==> src/sv/snu_pkg.sv <==
`timescale 1ns / 1ps

package snu_pkg;

  localparam int WordW     = 60;
  localparam int CoefW     = 48;
  localparam int BexpW     = 12;
  localparam int ExpW      = 18;
  localparam int CntW      = 6;
  localparam int ChunkW    = 6;
  localparam int NumChunks = CoefW / ChunkW;
  localparam int LzW       = 3;
  localparam int EadjW     = 13;
  localparam int EfinW     = 14;

  localparam logic [CntW-1:0]       WORD_BITS  = CntW'(WordW);
  localparam logic [CntW-1:0]       COEF_BITS  = CntW'(CoefW);
  localparam logic [10:0]           EXP_FLIP   = 11'o2000;
  localparam logic [ExpW-1:0]       EXP_BIAS   = 18'o2000;
  localparam logic [9:0]            EXP_SPEC   = 10'o1777;
  localparam logic signed [EadjW-1:0] BIAS_S13 = 13'sd1024;
  localparam logic signed [EfinW-1:0] BIAS_S14 = 14'sd1024;

  typedef enum logic [2:0] {
    OP_ROTL   = 3'd0,
    OP_SRA    = 3'd1,
    OP_PACK   = 3'd2,
    OP_UNPACK = 3'd3,
    OP_NORM   = 3'd4,
    OP_MASK   = 3'd5
  } op_t;

  typedef struct packed {
    logic [2:0]       func;
    logic [WordW-1:0] data_word;
    logic [CntW-1:0]  shift_amount;
    logic [ExpW-1:0]  exponent_in;
    logic             round_enable;
  } in_t;

  typedef struct packed {
    logic [WordW-1:0] result_word;
    logic [ExpW-1:0]  exponent_out;
    logic [CntW-1:0]  norm_shift;
  } out_t;

  typedef struct packed {
    op_t                             op;
    logic [WordW-1:0]                word;
    logic [CntW-1:0]                 amt;
    logic                            fill;
    logic [WordW-1:0]                simple_res;
    logic [ExpW-1:0]                 exp_out;
    logic [CoefW-1:0]                coef;
    logic signed [EadjW-1:0]         e_adj;
    logic                            norm_pass;
    logic                            norm_zero;
    logic                            rnd;
    logic [NumChunks-1:0]            chunk_zero;
    logic [NumChunks-1:0][LzW-1:0]   chunk_lz;
  } s1_t;

  typedef struct packed {
    logic                    norm_live;
    logic                    fill;
    logic [WordW-1:0]        hi;
    logic [WordW-1:0]        lo;
    logic [CntW-1:0]         rsh;
    logic signed [EadjW-1:0] e_adj;
    logic [ExpW-1:0]         exp_out;
    logic [CntW-1:0]         norm_shift;
  } s2_t;

  function automatic logic [LzW-1:0] lz6(input logic [ChunkW-1:0] v);
    logic [LzW-1:0] n;
    logic           hit;
    n   = LzW'(ChunkW);
    hit = 1'b0;
    for (int i = ChunkW - 1; i >= 0; i--) begin
      if (!hit && v[i]) begin
        n   = LzW'(ChunkW - 1 - i);
        hit = 1'b1;
      end
    end
    return n;
  endfunction

endpackage

==> src/sv/snu_decode.sv <==
`timescale 1ns / 1ps

module snu_decode (
  input  logic          clk,
  input  logic          rst_n,
  input  logic          advance,
  input  logic          in_vld,
  input  snu_pkg::in_t  in_beat,
  output logic          s1_valid_r,
  output snu_pkg::s1_t  s1_r
);

  snu_pkg::s1_t                       s1_nxt;
  snu_pkg::op_t                       op;
  logic                               fill;
  logic [snu_pkg::WordW-1:0]          wf;
  logic [snu_pkg::BexpW-1:0]          e12;
  logic signed [snu_pkg::EadjW-1:0]   t;
  logic [snu_pkg::CntW-1:0]           n;

  always_comb begin
    op   = snu_pkg::op_t'(in_beat.func);
    n    = in_beat.shift_amount;
    fill = in_beat.data_word[snu_pkg::WordW-1];
    wf   = in_beat.data_word ^ {snu_pkg::WordW{fill}};
    e12  = wf[snu_pkg::WordW-1:snu_pkg::CoefW];

    s1_nxt            = '0;
    s1_nxt.op         = op;
    s1_nxt.word       = in_beat.data_word;
    s1_nxt.fill       = fill;
    s1_nxt.coef       = wf[snu_pkg::CoefW-1:0];
    s1_nxt.rnd        = in_beat.round_enable;
    s1_nxt.norm_pass  = (e12[9:0] == snu_pkg::EXP_SPEC);
    s1_nxt.norm_zero  = !in_beat.round_enable && (wf[snu_pkg::CoefW-1:0] == '0);

    unique case (op)
      snu_pkg::OP_ROTL: begin
        s1_nxt.amt = (n >= snu_pkg::WORD_BITS) ? n - snu_pkg::WORD_BITS : n;
      end
      snu_pkg::OP_SRA, snu_pkg::OP_MASK: begin
        s1_nxt.amt = (n > snu_pkg::WORD_BITS) ? snu_pkg::WORD_BITS : n;
      end
      default: begin
        s1_nxt.amt = n;
      end
    endcase

    unique case (op)
      snu_pkg::OP_PACK: begin
        s1_nxt.simple_res = {1'b0, in_beat.exponent_in[10:0] ^ snu_pkg::EXP_FLIP,
                             wf[snu_pkg::CoefW-1:0]} ^ {snu_pkg::WordW{fill}};
      end
      snu_pkg::OP_UNPACK: begin
        s1_nxt.simple_res = {{(snu_pkg::WordW - snu_pkg::CoefW){1'b0}},
                             wf[snu_pkg::CoefW-1:0]} ^ {snu_pkg::WordW{fill}};
        s1_nxt.exp_out    = {{(snu_pkg::ExpW - snu_pkg::BexpW){1'b0}}, e12}
                            - snu_pkg::EXP_BIAS;
      end
      default: begin
        s1_nxt.simple_res = '0;
      end
    endcase

    // ones' complement unbias
    t = $signed({1'b0, e12}) - snu_pkg::BIAS_S13;
    if (t < 0) begin
      t = t + 13'sd1;
    end
    s1_nxt.e_adj = t;

    for (int k = 0; k < snu_pkg::NumChunks; k++) begin
      s1_nxt.chunk_zero[k] =
        (wf[snu_pkg::CoefW-1-snu_pkg::ChunkW*k -: snu_pkg::ChunkW] == '0);
      s1_nxt.chunk_lz[k]   =
        snu_pkg::lz6(wf[snu_pkg::CoefW-1-snu_pkg::ChunkW*k -: snu_pkg::ChunkW]);
    end
  end

  always_ff @(posedge clk) begin
    if (!rst_n) begin
      s1_valid_r <= 1'b0;
    end else if (advance) begin
      s1_valid_r <= in_vld;
    end
  end

  always_ff @(posedge clk) begin
    if (advance) begin
      s1_r <= s1_nxt;
    end
  end

endmodule

==> src/sv/snu_setup.sv <==
`timescale 1ns / 1ps

module snu_setup (
  input  logic          clk,
  input  logic          rst_n,
  input  logic          advance,
  input  logic          s1_valid,
  input  snu_pkg::s1_t  s1,
  output logic          s2_valid_r,
  output snu_pkg::s2_t  s2_r
);

  snu_pkg::s2_t             s2_nxt;
  logic [snu_pkg::CntW-1:0] cnt;
  logic                     found;

  always_comb begin
    // leading zero count from per-chunk results
    cnt   = snu_pkg::COEF_BITS;
    found = 1'b0;
    for (int k = 0; k < snu_pkg::NumChunks; k++) begin
      if (!found && !s1.chunk_zero[k]) begin
        cnt   = snu_pkg::CntW'(k * snu_pkg::ChunkW) + snu_pkg::CntW'(s1.chunk_lz[k]);
        found = 1'b1;
      end
    end

    s2_nxt         = '0;
    s2_nxt.fill    = s1.fill;
    s2_nxt.e_adj   = s1.e_adj;
    s2_nxt.exp_out = s1.exp_out;
    s2_nxt.rsh     = snu_pkg::WORD_BITS;

    unique case (s1.op)
      snu_pkg::OP_ROTL: begin
        s2_nxt.hi  = s1.word;
        s2_nxt.lo  = s1.word;
        s2_nxt.rsh = snu_pkg::WORD_BITS - s1.amt;
      end
      snu_pkg::OP_SRA: begin
        s2_nxt.hi  = {snu_pkg::WordW{s1.fill}};
        s2_nxt.lo  = s1.word;
        s2_nxt.rsh = s1.amt;
      end
      snu_pkg::OP_MASK: begin
        s2_nxt.hi  = '1;
        s2_nxt.rsh = s1.amt;
      end
      snu_pkg::OP_NORM: begin
        priority if (s1.norm_pass) begin
          s2_nxt.hi = s1.word;
        end else if (s1.norm_zero) begin
          s2_nxt.norm_shift = snu_pkg::COEF_BITS;
        end else begin
          s2_nxt.hi         = {{(snu_pkg::WordW - snu_pkg::CoefW){1'b0}}, s1.coef};
          s2_nxt.lo         = {s1.rnd, {(snu_pkg::WordW - 1){1'b0}}};
          s2_nxt.rsh        = snu_pkg::WORD_BITS - cnt;
          s2_nxt.norm_shift = cnt;
          s2_nxt.norm_live  = 1'b1;
        end
      end
      default: begin
        s2_nxt.hi = s1.simple_res;
      end
    endcase
  end

  always_ff @(posedge clk) begin
    if (!rst_n) begin
      s2_valid_r <= 1'b0;
    end else if (advance) begin
      s2_valid_r <= s1_valid;
    end
  end

  always_ff @(posedge clk) begin
    if (advance) begin
      s2_r <= s2_nxt;
    end
  end

endmodule

==> src/sv/snu_shift.sv <==
`timescale 1ns / 1ps

module snu_shift (
  input  logic          clk,
  input  logic          rst_n,
  input  logic          advance,
  input  logic          s2_valid,
  input  snu_pkg::s2_t  s2,
  output logic          out_valid_r,
  output snu_pkg::out_t out_r
);

  snu_pkg::out_t                     out_nxt;
  logic [2*snu_pkg::WordW-1:0]       cat;
  logic [snu_pkg::WordW-1:0]         f;
  logic signed [snu_pkg::EfinW-1:0]  u;

  always_comb begin
    // funnel shift
    cat = {s2.hi, s2.lo} >> s2.rsh;
    f   = cat[snu_pkg::WordW-1:0];

    // ones' complement exponent adjust and rebias
    u = snu_pkg::EfinW'($signed(s2.e_adj)) - $signed({1'b0, s2.norm_shift});
    if (u < 0) begin
      u = u - 14'sd1;
    end
    u = u + snu_pkg::BIAS_S14;

    out_nxt              = '0;
    out_nxt.exponent_out = s2.exp_out;
    out_nxt.norm_shift   = s2.norm_shift;
    if (s2.norm_live) begin
      if (u < 0) begin
        out_nxt.result_word = '0;
      end else begin
        out_nxt.result_word = {u[snu_pkg::BexpW-1:0], f[snu_pkg::CoefW-1:0]}
                              ^ {snu_pkg::WordW{s2.fill}};
      end
    end else begin
      out_nxt.result_word = f;
    end
  end

  always_ff @(posedge clk) begin
    if (!rst_n) begin
      out_valid_r <= 1'b0;
    end else if (advance) begin
      out_valid_r <= s2_valid;
    end
  end

  always_ff @(posedge clk) begin
    if (advance) begin
      out_r <= out_nxt;
    end
  end

endmodule

==> src/sv/sixty_bit_shift_normalize_unit.sv <==
// throughput: one beat per cycle while the result side does not stall,
// three register stages (decode and chunk zero count, count merge and
// shift setup, funnel shift and exponent fix)
// a stall on the result side holds every stage in place
// reset: synchronous active-low rst_n clears all stage valid bits
`timescale 1ns / 1ps

module sixty_bit_shift_normalize_unit (
  input  logic          clk,
  input  logic          rst_n,
  input  logic          in_valid,
  output logic          in_ready,
  input  snu_pkg::in_t  in_data,
  output logic          out_valid,
  input  logic          out_ready,
  output snu_pkg::out_t out_data
);

  logic         advance;
  logic         s1_valid;
  logic         s2_valid;
  snu_pkg::s1_t s1;
  snu_pkg::s2_t s2;

  assign advance  = !out_valid || out_ready;
  assign in_ready = advance;

  snu_decode u_decode (
    .clk        (clk),
    .rst_n      (rst_n),
    .advance    (advance),
    .in_vld     (in_valid),
    .in_beat    (in_data),
    .s1_valid_r (s1_valid),
    .s1_r       (s1)
  );

  snu_setup u_setup (
    .clk        (clk),
    .rst_n      (rst_n),
    .advance    (advance),
    .s1_valid   (s1_valid),
    .s1         (s1),
    .s2_valid_r (s2_valid),
    .s2_r       (s2)
  );

  snu_shift u_shift (
    .clk         (clk),
    .rst_n       (rst_n),
    .advance     (advance),
    .s2_valid    (s2_valid),
    .s2          (s2),
    .out_valid_r (out_valid),
    .out_r       (out_data)
  );

  a_shift_range: assert property (@(posedge clk) disable iff (!rst_n)
    out_valid |-> out_data.norm_shift <= snu_pkg::COEF_BITS)
    else $error("norm shift out of range");

  a_exp_excl: assert property (@(posedge clk) disable iff (!rst_n)
    out_valid && out_data.exponent_out != '0 |-> out_data.norm_shift == '0)
    else $error("unpack exponent with normalize count");

  a_enter: assert property (@(posedge clk) disable iff (!rst_n)
    in_valid && in_ready |=> s1_valid)
    else $error("accepted beat lost at first stage");

  a_hold: assert property (@(posedge clk) disable iff (!rst_n)
    !advance |=> $stable(s1_valid) && $stable(s2_valid))
    else $error("pipeline moved during stall");

endmodule

==> config.mk <==
export PLATFORM = sky130hd
export DESIGN_NAME = sixty_bit_shift_normalize_unit
export DESIGN_NICKNAME = d
export VERILOG_FILES = /design/src/sv/snu_pkg.sv /design/src/sv/snu_decode.sv /design/src/sv/snu_setup.sv /design/src/sv/snu_shift.sv /design/src/sv/sixty_bit_shift_normalize_unit.sv
export SDC_FILE = /design/constraint.sdc
export NUM_CORES = 1
export LEC_CHECK = 0
export BUFFER_PORTS_ARGS = -buffer_cell sky130_fd_sc_hd__buf_2
export CAP_MARGIN = 0
export CORE_MARGIN = 5
export CORE_UTILIZATION = 50
export DETAILED_ROUTE_END_ITERATION = 7
export PLACE_DENSITY = 0.65
export RECOVER_POWER = 25
export REMOVE_ABC_BUFFERS = 1
export SYNTH_ARGS = -nofsm -noshare
export SYNTH_HDL_FRONTEND = slang
export SYNTH_SLANG_ARGS = --single-unit
==> constraint.sdc <==
create_clock -name clk -period 18.7 [get_ports clk]
set_input_delay 1.87 -clock clk [delete_from_list [all_inputs] [get_ports clk]]
set_output_delay 1.87 -clock clk [all_outputs]
set_load 0.05 [all_outputs]
==> results.ini, run 1 <==
[finish]
n_fill_cell=4429
areaGrowthSynthToFinish_pct=10.6
drive_gt1_frac=0.207
final_cell_mix=edfxtp_1, nor2_1, mux2i_1
antenna_cells=0
final_nets=2310
mostFrequentLayoutCell=edfxtp_1

[floorplan]
core-area_sq_um=53700
design.die.area_sq_um=58800
rows=85
start_util=0.503
die_x_um=242
die_height_um=242
io_pins=178

[yosys]
synth_ff_type=edfxtp_1
synth_top_area_cell=edfxtp_1
synth_edf_count=471
async_flop_share=0
yosysWarnings=0
avgSynthCellArea_sq_um=12.8
synth_cell_types=71
syn_area_sq_um=27000
syn_inst=2118
ys_ff_latch=474
ys_seq_area_frac=0.526
synth_top_area_share=0.523
synthTopCellsByArea=edfxtp_1, mux4_2, mux2i_1

[worst_setup_path]
reg2reg_from=u_decode.s1_r[242]$_DFFE_PP_
critPathArrivalTime_ns=7.55
path_class=input pin to flip-flop
crit_slowest_cell=clkbuf_1
critPathLaunchType=input pin
critPathLaunch=in_data[84]
worstPathMaxFanout=63
cpPeakStageDelay_ns=2.75
endpoint_kind=flip-flop
path_cells=clkbuf_1 > buf_4 > xor2_1 > or2_2 > nor4_1 > nand4_1 > nor4_1 > and4_1
critPathRequiredTime_ns=19.16
crit_top_cell=nor4_1

[clocking]
clk_latency_ns=0.59
cts_setup_buffers=0
cts_buffers=51
hold_buffers=0
ctsRootBufferMaster=clkbuf_16
cts_resized=0
cts-root-to-sink-buffers=3
htree_num_levels=2
cts_tree=yes
clkSlewWorstSetupHoldPaths_ns=0.06
cts.sinks=474

[pwr]
finalPower_uw=3310
ir_worst_vdd_mv=0.0873
power.density_nw_per_um2=111
total_leakage_power_uw=0.0111

[global_route]
grt_pass1_wl_mm=104
antenna_found_initial=0
overflow=0
grt_pass1_vias=17100
grt_max_degree=198
grt_usage=0.226

[timing]
layout_min_cycle_time_ns=7.09
hold_slack_ns=0.419
timing.fmax_mhz=141
setup_viol=0
min_period_over_period=0.379
fin_setup_tns_ns=0
rsz0062_at_grt=false
worstMarginPinSlew_ns=4.58
relSlewSlack=-2.05
hold_violations=0
maxSlewViolCount=320
clock_skew_ns=0.0158

[worst_hold_path]
hold_path_class=flip-flop to flip-flop
min-delay-start=u_setup.s2_r[7]$_DFFE_PP_

[drt]
via_per_inst=6.07
drtPass1Iterations=7
routed_wl_mm=68.8
vias=17800
wl_per_cell_um=23.4
ant_nets=0
dr.first_iter.drc_count=1775
drc=0

[flow_run]
cap_viol_max_count=5

[place]
portBuffers=170
gp_congestion=0.943
dpl.hpwl_mm=49.8

[run_status]
violations=capacitance limit, slew limit
status=finished with violations

-- area by class of cell --
cell class / instances / area [sq um] / area share
Sequential cell: 474 / 14200 / 0.475
Multi-Input combinational cell: 1435 / 12000 / 0.401
Clock buffer: 62 / 1360 / 0.0455
Timing Repair Buffer: 195 / 960 / 0.0321
Tap cell: 696 / 871 / 0.0291
Clock inverter: 30 / 328 / 0.0110
Inverter: 45 / 173 / 0.00578
-- cell usage after synthesis, drive strengths merged (4+ instances only) --
cell type / instances
a211oi: 13
a21o: 7
a21oi: 111
a221o: 12
a221oi: 53
and2: 118
and3: 14
buf: 67
clkbuf: 97
edfxtp: 471
ha: 15
inv: 45
mux2: 107
mux2i: 143
mux4: 123
nand2: 87
nand2b: 10
nand3: 11
nand3b: 6
nand4: 5
nand4b: 4
nor2: 197
nor2b: 18
nor3: 22
nor4: 10
o211ai: 32
o21a: 11
o21ai: 72
o22ai: 10
o31ai: 5
o32ai: 4
or2: 15
or3: 10
xnor2: 92
xor2: 55
-- report_power, final --
part	internal [uW]	total [uW]	leakage [uW]	switching, uW
Clock	602	1010	0.000827	412
Combinational	324	911	0.00501	588
Sequential	1320	1390	0.00531	67.7
-- through the flow --
stage | instance area (sq um) | util | cells | setup slack (ns)
final | 29900 | 0.556 | 2937 | 11.61
after global routing | 29900 | 0.556 | 2937 | 11.21
after CTS | 30000 | 0.558 | 2937 | 13.75
after detailed placement | 28300 | 0.527 | 2845 | 13.11
after global placement | 28300 | 0.527 | 2845 | 13.19
after floorplan | 26300 | - | 1954 | 3.31
-- critical path: cells and delay by family --
family,cells,cell delay [ns]
buffers and inverters,2,3.55
xor gates and xnor gates,1,0.19
and+or+nand+nor,5,1.85
-- state kept, by name, indices dropped and copies added (netlist names) --
register	flops
u_decode.s1_r	236
u_shift.out_r	77
u_setup.s2_valid_r	1
u_decode.s1_valid_r	1
u_setup.s2_r	158
u_shift.out_valid_r	1
-- logic make-up (layout without fill, tap and decap cells) --
group	count (synthesis)	in the layout	share of synthesized area
AOI/OAI and AO/OA	361	361	0.0881
adders and majority gates	16	16	0.00769
DFF	474	474	0.526
and+or+nand+nor	537	537	0.0983
muxes	373	373	0.200
xor gates and xnor gates	148	148	0.0485
buffers and inverters	209	332	0.0318
-- metal layers --
metal / vias up / GRT usage / wire length, um
met2: 657 / 0.344 / 30800
met3: 80 / 0.0327 / 4540
met4: 0 / 0.0515 / 1490
li1: 8227 / - / -
met5: - / 0 / 0
met1: 8878 / 0.348 / 31900
-- path summary, 6_finish.rpt --
path                                      end  slack [ns]  cells after the start
setup / recovery  u_decode.s1_r[33]$_DFFE_PP_       11.61                      8
hold / removal     u_shift.out_r[7]$_DFFE_PP_        0.42                      0
setup reg to reg  u_setup.s2_r[126]$_DFFE_PP_       12.51                      6
hold reg to reg    u_shift.out_r[7]$_DFFE_PP_        0.42                      0
Power figures use the tool's default switching activity.
==> run 2: changes to the inputs <==
--- a/config.mk
+++ b/config.mk
@@ -10,7 +10,7 @@
 export CORE_MARGIN = 5
 export CORE_UTILIZATION = 50
 export DETAILED_ROUTE_END_ITERATION = 7
-export PLACE_DENSITY = 0.65
+export PLACE_DENSITY = 0.67
 export RECOVER_POWER = 25
 export REMOVE_ABC_BUFFERS = 1
 export SYNTH_ARGS = -nofsm -noshare
==> constraint.sdc (replaced) <==
create_clock -name clk -period 6.5 [get_ports clk]
set_input_delay 0.65 -clock clk [delete_from_list [all_inputs] [get_ports clk]]
set_output_delay 0.65 -clock clk [all_outputs]
set_load 0.05 [all_outputs]
==> run 2 against run 1 <==
Net effect:
- largest cell class unchanged
- first-iteration DRC count increased by 7.1%
- the flow still finishes with violations (capacitance limit, slew limit)
- sequential cell count did not move
- setup slack got worse by 9.4 ns
==> results.ini, run 2 (same netlist as run 1, synthesis figures left out) <==
[pwr]
pwr-share-seq=0.414
power.share.clock=0.314
switching_share=0.319
ir_worst_vdd_mv=0.206
total_leakage_power_uw=0.0112
power.switching_uw=3070
internal_power_uw=6560
power.density_nw_per_um2=321
comb_power_share=0.271

[timing]
min_period_over_period=0.664
hold_violations=0
rsz0062_at_grt=false
layout_min_cycle_time_ns=4.32
clock_skew_ns=0.0226
worstMarginPinSlew_ns=2.44
setup_viol=0
maxSlewViolCount=117
relSlewSlack=-0.624
timing.fmax_mhz=232

[drt]
drtPass1Iterations=5
dr.first_iter.drc_count=1901
via_per_inst=6.06
vias=17800
ant_nets=0
wl_per_cell_um=23.4
routed_wl_mm=68.7
drc=0

[place]
post-place-cells=2843
gp_congestion=0.930
portBuffers=170
dpl_cell_area_sq_um=28300
dpl.hpwl_mm=49.1

[clocking]
htree_num_levels=2
cts_resized=0
ctsRootBufferMaster=clkbuf_16
cts_setup_buffers=0
cts-root-to-sink-buffers=3
hold_buffers=0
cts_buffers=50
clk_latency_ns=0.61
cts_tree=yes
clkSlewWorstSetupHoldPaths_ns=0.06
cts.sinks=474

[finish]
mostFrequentLayoutCell=edfxtp_1
fin_area_sq_um=30000
final_nets=2307
regMostFlops=u_decode.s1_r
fin_cells=2935
antenna_cells=0
drive_gt1_frac=0.208
top_regs=u_decode.s1_r x236, u_setup.s2_r x158, u_shift.out_r x77
largest_register_ffs=236
areaGrowthSynthToFinish_pct=10.8
final_cell_mix=edfxtp_1, nor2_1, mux2i_1

[flow_run]
cap_viol_max_count=3

[worst_setup_path]
path_cells=clkbuf_1 > buf_4 > xor2_1 > or2_2 > nor3_1 > and3_1 > nand4_1 > nor4_1 > and4_1
cp.buffers_inverters=2
cpPeakStageDelay_ns=1.69
critPathLaunchType=input pin
crit_family=buffers and inverters
path_class=input pin to flip-flop
endpoint_kind=flip-flop
worstPathMaxFanout=29
crit_slowest_cell=clkbuf_1
critPathArrivalTime_ns=4.75
critPathRequiredTime_ns=6.94

[floorplan]
core-area_sq_um=53700
start_util=0.503
die_height_um=242
die_x_um=242
design.die.area_sq_um=58800
io_pins=178
rows=85

[global_route]
grtUsageMet2=0.343
antenna_found_initial=1
grt_pass1_vias=17100
met3_usage=0.0331
grt_pass1_wl_mm=105
busiest_layer=met1
grt_max_degree=202
overflow=0
use_met1=0.347
grt_usage=0.227

[run_status]
status=finished with violations
violations=capacitance limit, slew limit

[worst_hold_path]
hold_path_class=input pin to flip-flop

run 2: cell count changes in the layout (fill, tap and decap cells not counted), moves of 2 or more:
cell,delta
and2_0,-14
and2_1,+14
buf_12,+2
buf_4,-2
bufinv_16,+4
clkbuf_1,-4
clkbuf_16,-2
clkinv_1,-2
clkinv_4,-2
inv_6,+3
run 2: worst paths after layout:
kind                                        start                           end  slack, ns  cells past startpoint
hold reg to reg   u_decode.s1_r[98]$_SDFFCE_PP0P_     u_setup.s2_r[8]$_DFFE_PP_       0.41                      0
hold / removal                        in_data[41]  u_decode.s1_r[197]$_DFFE_PP_       0.29                      1
setup / recovery                      in_data[84]   u_decode.s1_r[33]$_DFFE_PP_       2.18                      9
setup reg to reg       u_setup.s2_r[24]$_DFFE_PP_   u_shift.out_r[73]$_DFFE_PP_       2.61                     12
run 2: power groups by stage:
stage,Clock [uW],Sequential (uW),Combinational [uW]
2_1_floorplan,0,4620,1340
3_3_place_gp,0,4030,2580
3_5_place_dp,0,4050,2590
4_1_cts,3080,3990,2600
5_1_grt,3230,4030,2780
6_report,3030,3990,2610
run 2: area by class of cell:
class,count,area (sq um)
Tap cell,696,871
Inverter,45,173
Clock inverter,34,447
Multi-Input combinational cell,1435,12000
Sequential cell,474,14200
Timing Repair Buffer,193,977
Fill cell,4398,23800
Clock buffer,58,1300
run 2: stage by stage:
stage / setup slack (ns) / utilization / hold WS [ns] / TNS [ns] / total power [uW]
global route: 1.89 / 0.558 / 0.290 / 0 / 10000
floorplan: -7.40 / - / 0.400 / -3213.22 / 5970
CTS: 2.63 / 0.560 / 0.226 / 0 / 9680
global placement: 2.74 / 0.527 / 0.401 / 0 / 6610
detailed placement: 2.64 / 0.527 / 0.405 / 0 / 6640
finish: 2.18 / 0.558 / 0.293 / 0 / 9630
run 2: layer usage:
metal	wire, um	share of wire	vias to the layer above
met3	4540	0.066	77
li1	-	-	8234
met5	20	0.00029	-
met2	30900	0.45	641
met1	31700	0.46	8825
met4	1540	0.022	2
==> run 3: changes to the inputs <==
--- a/config.mk
+++ b/config.mk
@@ -5,12 +5,13 @@
 export SDC_FILE = /design/constraint.sdc
 export NUM_CORES = 1
 export LEC_CHECK = 0
+export ABC_AREA = 1
 export BUFFER_PORTS_ARGS = -buffer_cell sky130_fd_sc_hd__buf_2
 export CAP_MARGIN = 0
 export CORE_MARGIN = 5
 export CORE_UTILIZATION = 50
 export DETAILED_ROUTE_END_ITERATION = 7
-export PLACE_DENSITY = 0.67
+export PLACE_DENSITY = 0.65
 export RECOVER_POWER = 25
 export REMOVE_ABC_BUFFERS = 1
 export SYNTH_ARGS = -nofsm -noshare
==> constraint.sdc (replaced) <==
create_clock -name clk -period 4.4 [get_ports clk]
set_input_delay 0.44 -clock clk [delete_from_list [all_inputs] [get_ports clk]]
set_output_delay 0.44 -clock clk [all_outputs]
set_load 0.05 [all_outputs]
==> run 3 against run 2 <==
Net effect:
- sequential cell count unchanged
- die area up 2.5%
- highest routed layer is now met4
- the run still ends with capacitance limit, slew limit left
- synthesized area up 2.6%
- power up 52%
- sequential share of layout area down 1.2 points
==> results.ini, run 3 <==
[yosys]
synth_cell_types=51
ys_ff_latch=474
ys_seq_area_frac=0.512
synth_top_area_cell=edfxtp_1
synthTopCellsByArea=edfxtp_1, nand2_1, nand3_1
yosysMostFrequentCell=nand2_1
syn_inst=3226
async_flop_share=0
synth_top_area_share=0.510
syn_area_sq_um=27700
yosys-top-cells-count=nand2_1, edfxtp_1, nand3_1
synth_ff_type=edfxtp_1
yosysWarnings=0
avgSynthCellArea_sq_um=8.60
synth_edf_count=471

[drt]
routed_wl_mm=78.0
drtPass1Iterations=6
wl_per_cell_um=19.1
via_per_inst=5.57
vias=22800
dr.first_iter.drc_count=2564
ant_nets=0
drc=0

[floorplan]
die_height_um=246
design.die.area_sq_um=60300
rows=86
io_pins=178
start_util=0.504
die_x_um=246
core-area_sq_um=55000

[global_route]
overflow=0
grt_pass1_wl_mm=120
grt_max_degree=156
antenna_found_initial=0
grt_pass1_vias=21100
grt_usage=0.251

[pwr]
power.density_nw_per_um2=475
total_leakage_power_uw=0.0134
finalPower_uw=14600
ir_worst_vdd_mv=0.395

[clocking]
cts.sinks=474
cts_tree=yes
htree_num_levels=2
cts-root-to-sink-buffers=3
cts_resized=0
cts_setup_buffers=0
clkSlewWorstSetupHoldPaths_ns=0.07
clk_latency_ns=0.61
cts_buffers=50
ctsRootBufferMaster=clkbuf_16
hold_buffers=0

[worst_setup_path]
reg2reg_from=u_setup.s2_r[0]$_SDFFCE_PP0P_
reg2reg_setup_slack_ns=0.89
critPathRequiredTime_ns=4.74
worstPathMaxFanout=18
critPathLaunchType=flip-flop
critPathArrivalTime_ns=3.85
path_class=flip-flop to flip-flop
endpoint_kind=flip-flop
r2r_cells=19
r2r-end=u_shift.out_r[61]$_DFFE_PP_
critPathLaunch=u_setup.s2_r[0]$_SDFFCE_PP0P_

[finish]
areaGrowthSynthToFinish_pct=10.8
mostFrequentLayoutCell=nand2_1
antenna_cells=0
fin_area_sq_um=30700
largest_register_ffs=236
fin_cells=4085
n_fill_cell=5039
regMostFlops=u_decode.s1_r
final_nets=3406
final_cell_mix=nand2_1, edfxtp_1, nand3_1
top_regs=u_decode.s1_r x236, u_setup.s2_r x158, u_shift.out_r x77
drive_gt1_frac=0.113

[timing]
min_period_over_period=0.798
worstMarginPinSlew_ns=2.76
rsz0062_at_grt=false
setup_viol=0
timing.fmax_mhz=285
layout_min_cycle_time_ns=3.51
relSlewSlack=-0.842
hold_slack_ns=0.0753
maxSlewViolCount=50
hold_violations=0
clock_skew_ns=0.0323
fin_setup_tns_ns=0

[run_status]
status=finished with violations
violations=capacitance limit, slew limit

[worst_hold_path]
min-delay-start=in_data[73]
hold_path_class=input pin to flip-flop
whs_path_depth=1
hold_end=u_decode.s1_r[229]$_DFFE_PP_

[flow_run]
cap_viol_max_count=1

[place]
post-place-cells=3994
dpl_cell_area_sq_um=29100
gp_congestion=0.975
dpl.hpwl_mm=57.2
portBuffers=170

[run 3: layout make-up]
cell class                      instances  area [sq um]  share of cell area
Sequential cell                       474         14200               0.462
Clock buffer                           60          1290              0.0420
Tap cell                              748           936              0.0305
Multi-Input combinational cell       2226         11400               0.372
Timing Repair Buffer                  220          1260              0.0411
Clock inverter                         31           373              0.0121
Inverter                              326          1230              0.0401
[run 3: power by group]
part,internal [uW],switching [uW]
sequential,5630,247
clock,2460,1800
combinational,1240,3200
[run 3: cell families after synthesis]
group | after synthesis | synth area share
AO/OA/AOI/OAI | 549 | 0.119
XOR/XNOR | 98 | 0.0310
adder cells (fa/ha/maj) | 16 | 0.00749
buffers and inverters | 526 | 0.0769
flip-flops | 474 | 0.512
multiplexers | 48 | 0.0173
AND/OR/NAND/NOR | 1515 | 0.236
[run 3: worst max-delay path by stage]
stage / end / slack [ns] / depth (start not counted)
6_report: u_shift.out_r[61]$_DFFE_PP_ / 0.89 / 19
5_1_grt: u_shift.out_r[31]$_DFFE_PP_ / 0.51 / 19
4_1_cts: u_shift.out_r[61]$_DFFE_PP_ / 0.85 / 19
3_5_place_dp: u_shift.out_r[29]$_DFFE_PP_ / 0.88 / 19
3_3_place_gp: u_shift.out_r[45]$_DFFE_PP_ / 0.98 / 19
2_1_floorplan: u_decode.s1_r[0]$_SDFFCE_PP1P_ / -6.45 / 3
[run 3: per-layer routing]
layer	routed length, um	global-route usage	part of all wire
met5	0	0	0
met4	2200	0.0686	0.028
met3	5390	0.0312	0.069
met2	35100	0.393	0.45
met1	35200	0.373	0.45
[run 3: stage by stage]
stage,util,setup WS (ns)
after floorplan,-,-6.45
after global placement,0.530,0.980
after detailed placement,0.530,0.881
after CTS,0.560,0.847
after global routing,0.559,0.511
final,0.559,0.888
[run 3: worst max-delay path: stages (launching register included)]
cell,delay (ns)
edfxtp_1,0.39
ha_1,0.21
inv_1,0.13
fa_1,0.46
inv_1,0.10
ha_1,0.17
inv_1,0.04
nor2_1,0.13
nand2_1,0.08
nor2_1,0.09
nand2_1,0.07
nor2_1,0.11
nand4_1,0.09
nand2_1,0.09
nand2_1,0.08
nand2_2,0.10
nand3_2,0.37
buf_4,0.38
o21ai_0,0.11
inv_1,0.06
